`src/rtl/bitmap_slab_allocator_macros.svh`:
```
`ifndef BITMAP_SLAB_ALLOCATOR_MACROS_SVH
`define BITMAP_SLAB_ALLOCATOR_MACROS_SVH

// Same-cycle implication, sampled on clk, off while rst_n is low.
`define BSA_ASSERT_SAME(label, ante, cons, msg) \
    label: assert property (@(posedge clk) disable iff (!rst_n) (ante) |-> (cons)) \
        else $error(msg);

// Next-cycle implication, sampled on clk, off while rst_n is low.
`define BSA_ASSERT_NEXT(label, ante, cons, msg) \
    label: assert property (@(posedge clk) disable iff (!rst_n) (ante) |=> (cons)) \
        else $error(msg);

`endif

```
`src/rtl/bsa_pkg.sv`:
```
package bsa_pkg;

    localparam int MAX_SLOTS  = 512;
    localparam int PAGE_SHIFT = 12;

    localparam int ADDR_W     = 64;
    localparam int PAGE_W     = 52;
    localparam int SIZE_W     = 12;
    localparam int COUNT_W    = 10;
    localparam int DOFF_W     = 12;
    localparam int CFG_DATA_W = 64;
    localparam int CFG_LSB    = 3;
    localparam int CFG_ADDR_W = CFG_LSB + 2;

    localparam int SLOT_W      = $clog2(MAX_SLOTS);
    localparam int ROW_W       = (MAX_SLOTS < 32) ? MAX_SLOTS : 32;
    localparam int BIT_W       = $clog2(ROW_W);
    localparam int ROWS        = (MAX_SLOTS + ROW_W - 1) / ROW_W;
    localparam int ROW_IDX_W   = (ROWS > 1) ? $clog2(ROWS) : 1;
    localparam int SLOT_CNT_W  = $clog2(MAX_SLOTS + 1);
    localparam int LIM_W       = (SLOT_CNT_W > COUNT_W) ? SLOT_CNT_W : COUNT_W;
    localparam int OFF_W       = PAGE_SHIFT;
    localparam int CMP_W       = (LIM_W > OFF_W) ? LIM_W : OFF_W;
    localparam int PROD_W      = SIZE_W + SLOT_W;
    localparam int PN_CMP_W    = ADDR_W - PAGE_SHIFT;

    typedef enum logic {
        OP_ALLOC = 1'b0,
        OP_FREE  = 1'b1
    } op_t;

    typedef enum logic [1:0] {
        ST_OK    = 2'd0,
        ST_FULL  = 2'd1,
        ST_RANGE = 2'd2,
        ST_FREE  = 2'd3
    } status_t;

    typedef enum logic [1:0] {
        REG_PAGE_NUMBER  = 2'd0,
        REG_OBJECT_SIZE  = 2'd1,
        REG_OBJECT_COUNT = 2'd2,
        REG_DATA_OFFSET  = 2'd3
    } reg_idx_t;

endpackage

```
`src/rtl/bsa_if.sv`:
```
interface bsa_req_if;
    logic                        valid;
    logic                        ready;
    bsa_pkg::op_t                op;
    logic [bsa_pkg::ADDR_W-1:0]  address;

    modport source (output valid, output op, output address, input ready);
    modport sink   (input valid, input op, input address, output ready);
endinterface

interface bsa_rsp_if;
    logic                        valid;
    logic                        ready;
    bsa_pkg::status_t            status;
    logic [bsa_pkg::ADDR_W-1:0]  object_address;
    logic                        busy_res;

    modport source (output valid, output status, output object_address, output busy_res,
                    input ready);
    modport sink   (input valid, input status, input object_address, input busy_res,
                    output ready);
endinterface

```
`src/rtl/bitmap_slab_allocator.sv`:
```
// Allocate: the bitmap is scanned one 32-slot row per cycle from its registered-read memory;
//   a hit then passes S_MUL and S_ADD, a full bitmap goes straight to S_DONE.
// Free: a failed page, offset or size check goes straight to S_DONE; else the 12-step
//   divider runs, then S_FBIT, or S_DONE on a slot out of range; S_DONE waits on the output register.
// One item at a time: the next transfer is taken the cycle after the result is loaded.
// Reset: asynchronous; per-row valid bits make every slot read as free, with no clearing pass.
`include "bitmap_slab_allocator_macros.svh"

module bitmap_slab_allocator (
    input  logic                           clk,
    input  logic                           rst_n,
    bsa_req_if.sink                        req,
    bsa_rsp_if.source                      rsp,
    input  logic                           psel,
    input  logic                           penable,
    input  logic                           pwrite,
    input  logic [bsa_pkg::CFG_ADDR_W-1:0] paddr,
    input  logic [bsa_pkg::CFG_DATA_W-1:0] pwdata,
    output logic [bsa_pkg::CFG_DATA_W-1:0] prdata,
    output logic                           pready
);
    import bsa_pkg::*;

    typedef enum logic [7:0] {
        S_IDLE = 8'b0000_0001,
        S_SCAN = 8'b0000_0010,
        S_MUL  = 8'b0000_0100,
        S_ADD  = 8'b0000_1000,
        S_FCHK = 8'b0001_0000,
        S_DIV  = 8'b0010_0000,
        S_FBIT = 8'b0100_0000,
        S_DONE = 8'b1000_0000
    } state_t;

    state_t state_reg, state_next;

    logic [PAGE_W-1:0]  page_number_reg;
    logic [SIZE_W-1:0]  object_size_reg;
    logic [COUNT_W-1:0] object_count_reg;
    logic [DOFF_W-1:0]  data_offset_reg;
    logic               cfg_write;
    reg_idx_t           cfg_idx;

    op_t                op_reg;
    logic [ADDR_W-1:0]  address_reg;
    logic [ROW_IDX_W-1:0] row_reg, row_next;
    logic [SLOT_W-1:0]  slot_reg, slot_next;
    logic [PROD_W-1:0]  prod_reg;
    status_t            status_reg, status_next;
    logic [ADDR_W-1:0]  obj_addr_reg, obj_addr_next;
    logic               full_flag_reg, full_flag_next;
    logic               req_ready;

    logic               out_valid_reg;
    status_t            out_status_reg;
    logic [ADDR_W-1:0]  out_addr_reg;
    logic               out_busy_reg;
    logic               out_load;

    logic [ROW_W-1:0]     bitmap_mem [ROWS];
    logic [ROWS-1:0]      row_valid_reg;
    logic [ROW_W-1:0]     rd_data_reg;
    logic                 rd_valid_reg;
    logic [ROW_IDX_W-1:0] rd_addr;
    logic                 mem_we;
    logic [ROW_IDX_W-1:0] wr_addr;
    logic [ROW_W-1:0]     wr_data;

    logic                 div_start;
    logic [OFF_W-1:0]     div_dividend;
    logic                 div_done;
    logic [OFF_W-1:0]     div_quotient;

    logic [LIM_W-1:0]     count_ext;
    logic [LIM_W-1:0]     limit;
    logic [ROW_W-1:0]     row_eff;
    logic [LIM_W-1:0]     row_base;
    logic [LIM_W-1:0]     rem_slots;
    logic [ROW_W-1:0]     free_vec;
    logic                 hit;
    logic [BIT_W-1:0]     hit_bit;
    logic                 scan_last;
    logic [SLOT_W-1:0]    scan_slot;
    logic [ADDR_W-1:0]    base_or;

    logic                 page_match;
    logic [OFF_W-1:0]     offset;
    logic [OFF_W-1:0]     doff_ext;
    logic                 free_ok;
    logic                 quot_in_range;
    logic [SLOT_W-1:0]    quot_slot;
    logic [ROW_IDX_W-1:0] quot_row;
    logic [BIT_W-1:0]     fbit;
    logic [ROW_IDX_W-1:0] frow;

    // Configuration port
    assign pready    = 1'b1;
    assign cfg_write = psel && penable && pwrite;
    assign cfg_idx   = reg_idx_t'(paddr[CFG_ADDR_W-1:CFG_LSB]);

    always_ff @(posedge clk or negedge rst_n)
    begin
        if (!rst_n)
        begin
            page_number_reg  <= '0;
            object_size_reg  <= SIZE_W'(32);
            object_count_reg <= COUNT_W'(1);
            data_offset_reg  <= '0;
        end
        else if (cfg_write)
        begin
            case (cfg_idx)
                REG_PAGE_NUMBER:  page_number_reg  <= pwdata[PAGE_W-1:0];
                REG_OBJECT_SIZE:  object_size_reg  <= pwdata[SIZE_W-1:0];
                REG_OBJECT_COUNT: object_count_reg <= pwdata[COUNT_W-1:0];
                REG_DATA_OFFSET:  data_offset_reg  <= pwdata[DOFF_W-1:0];
                default: ;
            endcase
        end
    end

    always_comb
    begin
        case (cfg_idx)
            REG_PAGE_NUMBER:  prdata = CFG_DATA_W'(page_number_reg);
            REG_OBJECT_SIZE:  prdata = CFG_DATA_W'(object_size_reg);
            REG_OBJECT_COUNT: prdata = CFG_DATA_W'(object_count_reg);
            REG_DATA_OFFSET:  prdata = CFG_DATA_W'(data_offset_reg);
            default:          prdata = '0;
        endcase
    end

    // Used bitmap, one row per word; a row never written reads as all free
    always_ff @(posedge clk)
    begin
        if (mem_we)
        begin
            bitmap_mem[wr_addr] <= wr_data;
        end
        rd_data_reg  <= bitmap_mem[rd_addr];
        rd_valid_reg <= row_valid_reg[rd_addr];
    end

    always_ff @(posedge clk or negedge rst_n)
    begin
        if (!rst_n)
        begin
            row_valid_reg <= '0;
        end
        else if (mem_we)
        begin
            row_valid_reg[wr_addr] <= 1'b1;
        end
    end

    assign row_eff = rd_valid_reg ? rd_data_reg : '0;

    // Row scan for the lowest free slot below the limit
    assign count_ext = LIM_W'(object_count_reg);
    assign limit     = (count_ext > LIM_W'(MAX_SLOTS)) ? LIM_W'(MAX_SLOTS) : count_ext;
    assign row_base  = LIM_W'(row_reg) << BIT_W;
    assign rem_slots = (limit > row_base) ? (limit - row_base) : '0;
    assign scan_last = (row_reg == ROW_IDX_W'(ROWS - 1)) || (rem_slots <= LIM_W'(ROW_W));
    assign scan_slot = SLOT_W'({row_reg, hit_bit});

    always_comb
    begin
        for (int b = 0; b < ROW_W; b++)
        begin
            free_vec[b] = !row_eff[b] && (rem_slots > LIM_W'(b));
        end
    end

    always_comb
    begin
        hit     = 1'b0;
        hit_bit = '0;
        for (int b = ROW_W - 1; b >= 0; b--)
        begin
            if (free_vec[b])
            begin
                hit     = 1'b1;
                hit_bit = BIT_W'(b);
            end
        end
    end

    // Base and data offset never overlap, so OR them
    assign base_or = (ADDR_W'(page_number_reg) << PAGE_SHIFT) | ADDR_W'(data_offset_reg);

    // Free path checks
    assign page_match    = address_reg[ADDR_W-1:PAGE_SHIFT] == page_number_reg[PN_CMP_W-1:0];
    assign offset        = address_reg[OFF_W-1:0];
    assign doff_ext      = OFF_W'(data_offset_reg);
    assign free_ok       = page_match && (offset >= doff_ext) && (object_size_reg != '0);
    assign div_dividend  = offset - doff_ext;
    assign quot_in_range = CMP_W'(div_quotient) < CMP_W'(limit);
    assign quot_slot     = div_quotient[SLOT_W-1:0];
    assign quot_row      = ROW_IDX_W'(quot_slot >> BIT_W);
    assign fbit          = slot_reg[BIT_W-1:0];
    assign frow          = ROW_IDX_W'(slot_reg >> BIT_W);

    bsa_divider u_divider (
        .clk      (clk),
        .rst_n    (rst_n),
        .start    (div_start),
        .dividend (div_dividend),
        .divisor  (object_size_reg),
        .done     (div_done),
        .quotient (div_quotient)
    );

    // Sequencer
    always_comb
    begin
        state_next     = state_reg;
        row_next       = row_reg;
        slot_next      = slot_reg;
        status_next    = status_reg;
        obj_addr_next  = obj_addr_reg;
        full_flag_next = full_flag_reg;
        req_ready      = 1'b0;
        mem_we         = 1'b0;
        wr_addr        = row_reg;
        wr_data        = row_eff;
        rd_addr        = row_reg;
        div_start      = 1'b0;
        out_load       = 1'b0;

        case (state_reg)
            S_IDLE:
            begin
                req_ready = 1'b1;
                rd_addr   = '0;
                if (req.valid)
                begin
                    row_next      = '0;
                    status_next   = ST_OK;
                    obj_addr_next = '0;
                    state_next    = (req.op == OP_ALLOC) ? S_SCAN : S_FCHK;
                end
            end
            S_SCAN:
            begin
                rd_addr = row_reg + ROW_IDX_W'(1);
                if (hit)
                begin
                    mem_we     = 1'b1;
                    wr_data    = row_eff | (ROW_W'(1) << hit_bit);
                    slot_next  = scan_slot;
                    state_next = S_MUL;
                end
                else if (scan_last)
                begin
                    status_next    = ST_FULL;
                    full_flag_next = 1'b1;
                    state_next     = S_DONE;
                end
                else
                begin
                    row_next = row_reg + ROW_IDX_W'(1);
                end
            end
            S_MUL:
            begin
                state_next = S_ADD;
            end
            S_ADD:
            begin
                obj_addr_next = base_or + ADDR_W'(prod_reg);
                state_next    = S_DONE;
            end
            S_FCHK:
            begin
                if (free_ok)
                begin
                    div_start  = 1'b1;
                    state_next = S_DIV;
                end
                else
                begin
                    status_next = ST_RANGE;
                    state_next  = S_DONE;
                end
            end
            S_DIV:
            begin
                rd_addr = quot_row;
                if (div_done)
                begin
                    slot_next = quot_slot;
                    if (quot_in_range)
                    begin
                        state_next = S_FBIT;
                    end
                    else
                    begin
                        status_next = ST_RANGE;
                        state_next  = S_DONE;
                    end
                end
            end
            S_FBIT:
            begin
                if (!row_eff[fbit])
                begin
                    status_next = ST_FREE;
                end
                else
                begin
                    mem_we         = 1'b1;
                    wr_addr        = frow;
                    wr_data        = row_eff & ~(ROW_W'(1) << fbit);
                    full_flag_next = 1'b0;
                end
                state_next = S_DONE;
            end
            S_DONE:
            begin
                // Hold until the output register is free
                if (!out_valid_reg || rsp.ready)
                begin
                    out_load   = 1'b1;
                    state_next = S_IDLE;
                end
            end
            default:
            begin
                state_next = S_IDLE;
            end
        endcase
    end

    always_ff @(posedge clk or negedge rst_n)
    begin
        if (!rst_n)
        begin
            state_reg     <= S_IDLE;
            full_flag_reg <= 1'b0;
            out_valid_reg <= 1'b0;
        end
        else
        begin
            state_reg     <= state_next;
            full_flag_reg <= full_flag_next;
            if (out_load)
            begin
                out_valid_reg <= 1'b1;
            end
            else if (rsp.ready)
            begin
                out_valid_reg <= 1'b0;
            end
        end
    end

    always_ff @(posedge clk)
    begin
        row_reg      <= row_next;
        slot_reg     <= slot_next;
        status_reg   <= status_next;
        obj_addr_reg <= obj_addr_next;
        if (req.valid && req_ready)
        begin
            op_reg      <= req.op;
            address_reg <= req.address;
        end
        if (state_reg == S_MUL)
        begin
            prod_reg <= PROD_W'(object_size_reg) * PROD_W'(slot_reg);
        end
        if (out_load)
        begin
            out_status_reg <= status_reg;
            out_addr_reg   <= obj_addr_reg;
            out_busy_reg   <= full_flag_reg;
        end
    end

    assign req.ready          = req_ready;
    assign rsp.valid          = out_valid_reg;
    assign rsp.status         = out_status_reg;
    assign rsp.object_address = out_addr_reg;
    assign rsp.busy_res       = out_busy_reg;

    `BSA_ASSERT_SAME(a_fail_zero_addr, out_valid_reg && (out_status_reg != ST_OK),
                     out_addr_reg == '0, "failed or free result carries an address")
    `BSA_ASSERT_SAME(a_full_sets_busy, out_valid_reg && (out_status_reg == ST_FULL),
                     out_busy_reg, "full result without busy flag")
    `BSA_ASSERT_SAME(a_write_state, mem_we,
                     (state_reg == S_SCAN) || (state_reg == S_FBIT), "bitmap write out of turn")
    `BSA_ASSERT_NEXT(a_div_follow, div_start && (op_reg == OP_FREE),
                     state_reg == S_DIV, "divider started without waiting for it")
    `BSA_ASSERT_SAME(a_div_done_state, div_done,
                     state_reg == S_DIV, "divider finished outside its wait state")

endmodule

```
`src/rtl/bsa_divider.sv`:
```
module bsa_divider (
    input  logic                       clk,
    input  logic                       rst_n,
    input  logic                       start,
    input  logic [bsa_pkg::OFF_W-1:0]  dividend,
    input  logic [bsa_pkg::SIZE_W-1:0] divisor,
    output logic                       done,
    output logic [bsa_pkg::OFF_W-1:0]  quotient
);
    import bsa_pkg::*;

    localparam int CNT_W = $clog2(OFF_W + 1);

    logic [CNT_W-1:0]  count_reg;
    logic              done_reg;
    logic [OFF_W-1:0]  quot_reg;
    logic [SIZE_W-1:0] rem_reg;
    logic [SIZE_W-1:0] divisor_reg;
    logic [SIZE_W:0]   shifted;
    logic [SIZE_W:0]   trial;

    // One quotient bit per cycle, restoring form
    assign shifted = {rem_reg, quot_reg[OFF_W-1]};
    assign trial   = shifted - {1'b0, divisor_reg};

    always_ff @(posedge clk or negedge rst_n)
    begin
        if (!rst_n)
        begin
            count_reg <= '0;
            done_reg  <= 1'b0;
        end
        else
        begin
            done_reg <= 1'b0;
            if (start)
            begin
                count_reg <= CNT_W'(OFF_W);
            end
            else if (count_reg != '0)
            begin
                count_reg <= count_reg - CNT_W'(1);
                if (count_reg == CNT_W'(1))
                begin
                    done_reg <= 1'b1;
                end
            end
        end
    end

    always_ff @(posedge clk)
    begin
        if (start)
        begin
            quot_reg    <= dividend;
            rem_reg     <= '0;
            divisor_reg <= divisor;
        end
        else if (count_reg != '0)
        begin
            if (!trial[SIZE_W])
            begin
                rem_reg  <= trial[SIZE_W-1:0];
                quot_reg <= {quot_reg[OFF_W-2:0], 1'b1};
            end
            else
            begin
                rem_reg  <= shifted[SIZE_W-1:0];
                quot_reg <= {quot_reg[OFF_W-2:0], 1'b0};
            end
        end
    end

    assign done     = done_reg;
    assign quotient = quot_reg;

endmodule
```
`src/flat_wrapper.sv`:
```
// flat-port wrapper written by rule: the top's interface ports become plain ports
module bitmap_slab_allocator_flat import bsa_pkg::*;
  (clk, rst_n, psel, penable, pwrite, paddr, pwdata, prdata, pready, req_valid, req_op, req_address, req_ready, rsp_valid, rsp_status, rsp_object_address, rsp_busy_res, rsp_ready);
  bsa_req_if req_i ();
  bsa_rsp_if rsp_i ();
  input  logic clk;
  input  logic rst_n;
  input  logic psel;
  input  logic penable;
  input  logic pwrite;
  input  logic [bsa_pkg::CFG_ADDR_W-1:0] paddr;
  input  logic [bsa_pkg::CFG_DATA_W-1:0] pwdata;
  output logic [bsa_pkg::CFG_DATA_W-1:0] prdata;
  output logic pready;
  input wire logic [$bits(req_i.valid)-1:0] req_valid;
  input wire logic [$bits(req_i.op)-1:0] req_op;
  input wire logic [$bits(req_i.address)-1:0] req_address;
  output wire logic [$bits(req_i.ready)-1:0] req_ready;
  output wire logic [$bits(rsp_i.valid)-1:0] rsp_valid;
  output wire logic [$bits(rsp_i.status)-1:0] rsp_status;
  output wire logic [$bits(rsp_i.object_address)-1:0] rsp_object_address;
  output wire logic [$bits(rsp_i.busy_res)-1:0] rsp_busy_res;
  input wire logic [$bits(rsp_i.ready)-1:0] rsp_ready;
  assign req_i.valid = req_valid;
  assign req_i.op = req_op;
  assign req_i.address = req_address;
  assign req_ready = req_i.ready;
  assign rsp_valid = rsp_i.valid;
  assign rsp_status = rsp_i.status;
  assign rsp_object_address = rsp_i.object_address;
  assign rsp_busy_res = rsp_i.busy_res;
  assign rsp_i.ready = rsp_ready;
  bitmap_slab_allocator u_core (.clk(clk), .rst_n(rst_n), .req(req_i), .rsp(rsp_i), .psel(psel), .penable(penable), .pwrite(pwrite), .paddr(paddr), .pwdata(pwdata), .prdata(prdata), .pready(pready));
endmodule
```
`config.mk`:
```
export PLATFORM = sky130hd
export DESIGN_NAME = bitmap_slab_allocator_flat
export DESIGN_NICKNAME = d
export VERILOG_FILES = /design/src/rtl/bsa_pkg.sv /design/src/rtl/bsa_if.sv /design/src/rtl/bitmap_slab_allocator.sv /design/src/rtl/bsa_divider.sv /design/src/flat_wrapper.sv
export VERILOG_INCLUDE_DIRS = /design/src /design/src/rtl
export SDC_FILE = /design/constraint.sdc
export NUM_CORES = 2
export LEC_CHECK = 0
export BUFFER_PORTS_ARGS = -buffer_cell sky130_fd_sc_hd__buf_2
export CORE_MARGIN = 4
export CORE_UTILIZATION = 53
export CTS_CLUSTER_DIAMETER = 200
export DETAILED_ROUTE_END_ITERATION = 16
export PLACE_DENSITY = 0.83
export SLEW_MARGIN = 10
export SYNTH_ARGS = -nofsm -noshare
export SYNTH_HDL_FRONTEND = slang
export SYNTH_SLANG_ARGS = --single-unit
```
`constraint.sdc`:
```
create_clock -name clk -period 6.6 [get_ports clk]
set_input_delay 0.66 -clock clk [delete_from_list [all_inputs] [get_ports clk]]
set_output_delay 0.66 -clock clk [all_outputs]
set_load 0.02 [all_outputs]
```
After elaboration in Yosys (flattened, before gate mapping) --
Memory sizes are Yosys's and may differ from the RTL's. A register that Yosys moved wholly into a read port is not among the register bits. Index checks and enable logic that the tools add are counted.
Operators by class: add/subtract/negate cells 6, multiply operators 1, $lt $le $gt $ge 41, equality and inequality tests 26, shift-type cells 2, muxes and demuxes 131, bitwise logic cells 5, reduce and logical (&&, ||, !) cells 94
Operators by type and width (number):
- 64-bit one-hot mux with 4 select lines | 1
- 5-bit 2-to-1 mux | 33
- 10-bit by 5-bit > comparator with 1-bit output, second input constant | 16
- 64-bit one-hot mux with 2 select lines | 1
- 32-bit 2-to-1 mux | 3
- 10-bit by 4-bit > comparator with 1-bit output, second input constant | 8
- 64-bit by 21-bit adder with 64-bit output | 1
- 64-bit 2-to-1 mux | 1
- 64-bit by 12-bit OR with 64-bit output | 1
- 32-bit one-hot mux with 2 select lines | 1
- 1-bit by 5-bit << shifter with 32-bit output, first input constant | 2
- 8-bit 2-to-1 mux | 7
- 8-bit one-hot mux with 7 select lines | 1
- 1-bit 2-to-1 mux | 53
- 52-bit equality test | 1
- 10-bit by 3-bit > comparator with 1-bit output, second input constant | 4
- 1-bit logical AND | 38
- 12-bit 2-to-1 mux | 3
- 1-bit zero test | 33
- 32-bit AND | 1
- 32-bit NOT | 1
- 32-bit OR | 1
- 4-bit 2-to-1 mux | 7
- 12-bit by 9-bit multiplier with 21-bit output | 1
- 53 further kinds | 87
Storage, ports and cells: register bits after elaboration 385, RAM bits 512, output and inout port bits 134, logic and storage cells 330, memories 1
Memory list:
- u_core.bitmap_mem | depth 16, bits a word 32, rd ports 1, clocked after memory_dff 1, write ports 1, RTL line bitmap_slab_allocator.sv:60 | logic [ROW_W-1:0] bitmap_mem [ROWS];

Depth between registers and ports, before layout --
word-level depth 42, depth in mapped cells 26, mapped depth without buffers 23

Cells and area by module --
Synthesis repeated with hierarchy kept, for this count alone.
Unflattened totals: cells, all modules 3734, area total of the unflattened synthesis 45343.5 um^2
Modules (own cells, without submodules):
- bitmap_slab_allocator | instances 1, cells an instance 3480, area an instance 42816.1 um^2, seq. area each 25778.5 um^2
- bsa_divider | instances 1, cells an instance 254, area an instance 2527.4 um^2, seq. area each 1086.0 um^2

Worst setup path before layout --
No wires, ideal clock.
path kind flip-flop to flip-flop, from register u_core.object_count_reg[9], in the netlist u_core.count_ext[9], to memory u_core.bitmap_mem[13][0] in the netlist's numbering, enable pin, library setup time 0.421 ns, arrival 5.302 ns, path slack 0.876 ns, stages on the path, launching flop included 21, buffers on the path 4, clock period less this slack 5.724 ns, cell sequence dfrtp_1 -> buf_2 -> inv_1 -> clkbuf_1 -> nand2_1 -> inv_1 -> ha_1 -> nor2b_1 -> o221ai_2 -> a21oi_1 -> clkbuf_1 -> nor2_1 -> o31ai_1 -> o21ai_1 -> nand3_1 -> nor2_2 -> nand3b_4 -> and2_1 -> buf_4 -> a31oi_4 -> nor2_1
On the way: cells in the longest elaborated chain, start to end 42, elaborated cells on any way between the ends 105, those cells by class add/sub (1); order compare (34); mux (38); reduce/logical (32)
RTL lines:
- start: declaration | RTL line bitmap_slab_allocator.sv:39 | logic [COUNT_W-1:0] object_count_reg;
- start signal: assignment | RTL line bitmap_slab_allocator.sv:115 | REG_OBJECT_COUNT: object_count_reg <= pwdata[COUNT_W-1:0];
- 10-bit > comparator | RTL line bitmap_slab_allocator.sv:160 | assign limit = (count_ext > LIM_W'(MAX_SLOTS)) ? LIM_W'(MAX_SLOTS) : count_ext;
- 10-bit 2-to-1 mux * | RTL line bitmap_slab_allocator.sv:160
- 10-bit by 9-bit subtractor with 10-bit output or 10-bit by 9-bit > comparator with 1-bit output (tied branches) | RTL line bitmap_slab_allocator.sv:162 | assign rem_slots = (limit > row_base) ? (limit - row_base) : '0;
- 10-bit 2-to-1 mux * | RTL line bitmap_slab_allocator.sv:162
- 10-bit by 5-bit > comparator with 1-bit output | RTL line bitmap_slab_allocator.sv:170 | free_vec[b] = !row_eff[b] && (rem_slots > LIM_W'(b));
- 1-bit logical AND | RTL line bitmap_slab_allocator.sv:170
- 1-bit 2-to-1 mux (31 in series) | RTL line bitmap_slab_allocator.sv:180 | if (free_vec[b])
- 1-bit 2-to-1 mux * | RTL line bitmap_slab_allocator.sv:180
- 1-bit 2-to-1 mux * | RTL line bitmap_slab_allocator.sv:246 | if (hit)
- 1-bit one-hot mux with 2 select lines * | RTL line bitmap_slab_allocator.sv:230 | case (state_reg)
- 1-bit 2-to-1 mux * | RTL line bitmap_slab_allocator.sv:136 | if (mem_we)
- 1-bit 2-to-1 mux (not written as such) * | RTL line bitmap_slab_allocator.sv:138 | bitmap_mem[wr_addr] <= wr_data;
- end: declaration | RTL line bitmap_slab_allocator.sv:60
Every way passes the cells marked *; elsewhere a longest branch is shown, timed or not.

Worst setup path after layout --
from register u_core.object_count_reg[5], in the netlist u_core.count_ext[5], to memory u_core.bitmap_mem[2][21] in the netlist's numbering (data pin)
On the way: cells in the longest elaborated chain, start to end 42, elaborated cells on any way between the ends 137, those cells by class add/sub (1); order compare (34); shift (1); mux (68); bitwise (1); reduce/logical (32)
RTL lines:
- 10-bit > comparator | RTL line bitmap_slab_allocator.sv:160
- 10-bit 2-to-1 mux * | RTL line bitmap_slab_allocator.sv:160
- 10-bit by 9-bit subtractor with 10-bit output or 10-bit by 9-bit > comparator with 1-bit output (tied branches) | RTL line bitmap_slab_allocator.sv:162
- 10-bit 2-to-1 mux * | RTL line bitmap_slab_allocator.sv:162
- 10-bit by 5-bit > comparator with 1-bit output | RTL line bitmap_slab_allocator.sv:170
- 1-bit logical AND | RTL line bitmap_slab_allocator.sv:170
- 5-bit 2-to-1 mux (32 in series) | RTL line bitmap_slab_allocator.sv:180
- 1-bit by 5-bit << shifter with 32-bit output | RTL line bitmap_slab_allocator.sv:249 | wr_data = row_eff | (ROW_W'(1) << hit_bit);
- 32-bit OR | RTL line bitmap_slab_allocator.sv:249
- 32-bit 2-to-1 mux * | RTL line bitmap_slab_allocator.sv:246
- 32-bit one-hot mux with 2 select lines * | RTL line bitmap_slab_allocator.sv:230
- named net u_core.wr_data[21] | RTL line bitmap_slab_allocator.sv:67 | logic [ROW_W-1:0] wr_data;
Mark *: on every way through the listed nets, which the timed path passes. The rest lies on a longest branch.

==> reports/summary.md <==
* outcome: finished clean
* Detailed Route Iter0 Violations: 2973
* TritonCTS clock tree: done
* fraction of the cycle the final worst path needs: 0.930
* number of different library cells in the post-synthesis netlist: 103
* half-perimeter wire length after detailed placement: 77.7 mm
* Synth-to-Final Area Change: 12.8%
* number of max-cap violations: 0
* Worst IR Drop VDD: 0.000322 V
* final weighted congestion in routability-driven placement: 0.965
* global-route wire length before repair: 179 mm
* library cell occupying the most area in the post-synthesis netlist: sky130_fd_sc_hd__edfxtp_1
* CP peak stage delay: 1.09 ns
* share of flip-flops with an asynchronous set or reset after synthesis: 0.126
* category of cells accounting for the largest share of critical-path delay: compound AO/OA/AOI/OAI gates
* number of rows in the core area: 106
* number of antenna violations at the first check in global routing: 7
* number of fill cells in the layout: 6259
* Die W: 299 um
* area of the multi-input gates: 16900 um^2
* number of nets in the layout: 4200
* CP startpoint kind: register
* Root Buffer Master: sky130_fd_sc_hd__clkbuf_16
* largest buffer count on any clock path: 3
* htree depth: 3
* via count: 31238
* data arrival time at the worst-slack endpoint: 6.42 ns
* #FFs+latches synth: 929
* reg2reg end: u_core.bitmap_mem[2][21]
* maximum net fanout on the critical path: 22
* number of buffers added to fix hold violations after cts: 0
* source of the critical timing path: u_core.count_ext[5]
* largest net degree at the start of global routing: 133
* minimum hold slack: 0.0268 ns
* number of global-route vias before repair: 30289
* Max Freq: 163 MHz
* insertion delay to the later sink of the worst-skew pair: 0.67 ns
* number of warnings printed during yosys synthesis: 0
* overall die area: 89600 um^2
* slew at the pin closest to its max-slew limit: 1.25 ns
* Critical Path RT: 6.89 ns
* number of buffers created by CTS: 92
* cells after synthesis: 3666
* final critical path time including I/O delays and setup: 6.14 ns
* unrepaired setup endpoints after global routing: no
* GR Util met3: 0.0417
* Crit path top cell by count: sky130_fd_sc_hd__nand2_1
* LEAKAGE: 18.8 nW
* combined global-route utilization of all metal layers: 0.259
* Avg WL per Cell: 23.3 um
* most used routing layer: met2
* R2R cell count: 17
* hold violation total from the final report: 0
* largest register by flop count: u_core.bitmap_mem
* Std-Cell Core Area: 84000 um^2
* Seq/Total Area, Yosys: 0.597
* number of top-level pins: 275
* global routing met2 resource utilization: 0.438
* count of input and output buffers: 246
* met1 track demand over resource: 0.328
* relative slew slack: 0.164
* clock slew at reported path FFs: 0.06 ns
* count of buffer and inverter cells on the critical path: 2
* setup fix buffers added after clock tree synthesis: 0
* ratio of cells with drive above 1 in the final layout: 0.167
* Via-to-Cell Ratio: 6.12
* max reg flops: 512
* setup skew after layout: 0.0241 ns
* storage element area: 26900 um^2
* power density relative to cell area: 430 nW/um^2
* Initial Util: 0.536
* CP Capture Type: register
* top_reg_cell synth: sky130_fd_sc_hd__edfxtp_1
* Worst Hold Class: primary input to asynchronous set/reset pin
* post-CTS sizing: 0
* reg2reg start: u_core.count_ext[5]
* worst path cell trace: nand2_1 > ha_1 > inv_1 > fa_1 > a211oi_1 > o21ai_0 > nand2_1 > o31ai_2 > buf_4 > a21boi_0 > o21ai_0 > a21oi_1 > a211oi_1 > o211ai_2 > nand2_1 > or2_1 > o31ai_2
* average instance area after synthesis: 12.3 um^2
* TritonCTS Sinks: 929
* Setup Total Neg Slack: 0 ns
* reg-to-reg slack, setup: 0.46 ns
* overflow left after global routing: 0
* critical path type: register to register
* number of enable-type register cells in the synthesized netlist: 767
* post-synth design cell area: 45000 um^2
* Detailed Routing Iterations Pass 1: 6
* Max stage delay cell, worst path: sky130_fd_sc_hd__o31ai_2
* number of slew-limit violations in the final report: 0
* Yosys top cell area share: 0.512
* post-detailed-route count of antenna-violating nets: 0
* endpoints failing setup: 0
* total wire length: 119 mm
* final routed DRC violation total: 0
* most area-consuming cells after synthesis: sky130_fd_sc_hd__edfxtp_1 (51%), sky130_fd_sc_hd__dfrtp_1 (6.3%), sky130_fd_sc_hd__nand2_1 (4.0%), sky130_fd_sc_hd__fa_1 (3.3%), sky130_fd_sc_hd__and2_1 (3.1%)
* Vert. Die Dim: 299 um
## where the power goes
| group | internal [mW] | total, mW | leakage, nW | switching (mW) |
|---|---|---|---|---|
| clock | 2.94 | 5.19 | 1.45 | 2.24 |
| combinational | 2.92 | 8.34 | 8.45 | 5.42 |
| sequential | 7.64 | 8.28 | 8.88 | 0.641 |
| total | 13.5 | 21.8 | 18.8 | 8.31 |
## cell families (layout without fill, tap and decap cells)
| family | count (synthesis) | after routing | share of synthesized area |
|---|---|---|---|
| adders and majority gates | 177 | 177 | 0.0617 |
| DFF | 929 | 929 | 0.597 |
| muxes | 117 | 117 | 0.0337 |
| buffers and inverters | 376 | 661 | 0.0335 |
| AOI/OAI and AO/OA | 768 | 768 | 0.121 |
| xor gates and xnor gates | 136 | 136 | 0.0265 |
| other | 2 | 20 | 0.000167 |
| and+or+nand+nor | 1161 | 1161 | 0.126 |
## synth_stat cells, drive strengths merged (10+ instances only)
master	n
a21oi	133
xnor2	71
mux2i	13
nor3	40
clkbuf	188
o31ai	28
nor4	26
a21boi	13
a211oi	182
buf	38
nand2b	18
nor3b	11
o21bai	29
inv	150
xor2	65
and2	235
and3	24
nand2	486
ha	102
dfrtp	114
edfxtp	767
fa	75
nor2b	20
o22ai	10
o211ai	15
nand4	22
a21o	26
a31oi	78
dfxtp	45
or2	13
nor2	163
or3	19
o21ai	104
mux2	85
mux4	19
a311oi	67
nand3	54
## cells in the final DEF, fill, tap and decap left out, types with 19 or more instances in the layout
master                      count
sky130_fd_sc_hd__a211oi_1     181
sky130_fd_sc_hd__a21o_1        26
sky130_fd_sc_hd__a21oi_1      132
sky130_fd_sc_hd__a311oi_1      67
sky130_fd_sc_hd__a31oi_1       76
sky130_fd_sc_hd__and2_1       223
sky130_fd_sc_hd__and3_1        23
sky130_fd_sc_hd__buf_2        245
sky130_fd_sc_hd__buf_4         85
sky130_fd_sc_hd__clkbuf_1      22
sky130_fd_sc_hd__clkbuf_16     93
sky130_fd_sc_hd__dfrtp_1      114
sky130_fd_sc_hd__dfxtp_1       45
sky130_fd_sc_hd__edfxtp_1     767
sky130_fd_sc_hd__fa_1          75
sky130_fd_sc_hd__ha_1         102
sky130_fd_sc_hd__inv_1        149
sky130_fd_sc_hd__mux2_2        85
sky130_fd_sc_hd__mux4_2        19
sky130_fd_sc_hd__nand2_1      484
sky130_fd_sc_hd__nand3_1       53
sky130_fd_sc_hd__nand4_1       22
sky130_fd_sc_hd__nor2_1       144
sky130_fd_sc_hd__nor2b_1       19
sky130_fd_sc_hd__nor3_1        39
sky130_fd_sc_hd__nor4_1        25
sky130_fd_sc_hd__o21ai_0       96
sky130_fd_sc_hd__o21bai_1      29
sky130_fd_sc_hd__o31ai_1       19
sky130_fd_sc_hd__xnor2_1       71
sky130_fd_sc_hd__xor2_1        65
## layer usage
layer / wire [um] / share of wire
met3: 10200 / 0.086
met5: 36 / 0.00030
met1: 44600 / 0.38
met2: 57500 / 0.48
met4: 6340 / 0.053
## worst reg2reg max path, stage by stage, from the launching register on
cell and delay (ns):
sky130_fd_sc_hd__dfrtp_1 0.49, sky130_fd_sc_hd__nand2_1 0.16, sky130_fd_sc_hd__ha_1 0.17, sky130_fd_sc_hd__inv_1 0.05
sky130_fd_sc_hd__fa_1 0.43, sky130_fd_sc_hd__a211oi_1 0.47, sky130_fd_sc_hd__o21ai_0 0.24, sky130_fd_sc_hd__nand2_1 0.34
sky130_fd_sc_hd__o31ai_2 0.10, sky130_fd_sc_hd__buf_4 0.24, sky130_fd_sc_hd__a21boi_0 0.39, sky130_fd_sc_hd__o21ai_0 0.14
sky130_fd_sc_hd__a21oi_1 0.30, sky130_fd_sc_hd__a211oi_1 0.22, sky130_fd_sc_hd__o211ai_2 0.29, sky130_fd_sc_hd__nand2_1 0.19
sky130_fd_sc_hd__or2_1 0.48, sky130_fd_sc_hd__o31ai_2 1.09
## through the flow
stage / power, mW / util / area, um^2 / setup WS [ns] / cells
finish: 21.8 / 0.605 / 50800 / 0.463 / 5103
global route: 22.9 / 0.604 / 50700 / 0.0481 / 5098
CTS: 21.7 / 0.604 / 50700 / 0.694 / 5096
detailed placement: 16.5 / 0.568 / 47700 / 0.725 / 4922
global placement: 16.3 / 0.568 / 47700 / 0.825 / 4922
floorplan: 14.0 / - / 45000 / 0.876 / 3677
## worst max-delay path by stage
stage / slack, ns / to / cells past startpoint
2_1_floorplan: 0.88 / u_core.bitmap_mem[13][0] / 20
3_3_place_gp: 0.82 / u_core.bitmap_mem[1][20] / 18
3_5_place_dp: 0.72 / u_core.bitmap_mem[5][20] / 17
4_1_cts: 0.69 / u_core.bitmap_mem[4][20] / 18
5_1_grt: 0.05 / u_core.bitmap_mem[2][21] / 17
6_report: 0.46 / u_core.bitmap_mem[2][21] / 17
## final cells by class
type	count	area share
Clock buffer	119	0.0486
Tap cell	1134	0.0280
Timing Repair Buffer	337	0.0395
Inverter	150	0.0111
Multi-Input combinational cell	2372	0.332
Clock inverter	55	0.0109
Antenna cell	7	0.000345
Sequential cell	929	0.529
Note: power is estimated with default switching activity, not from simulation.
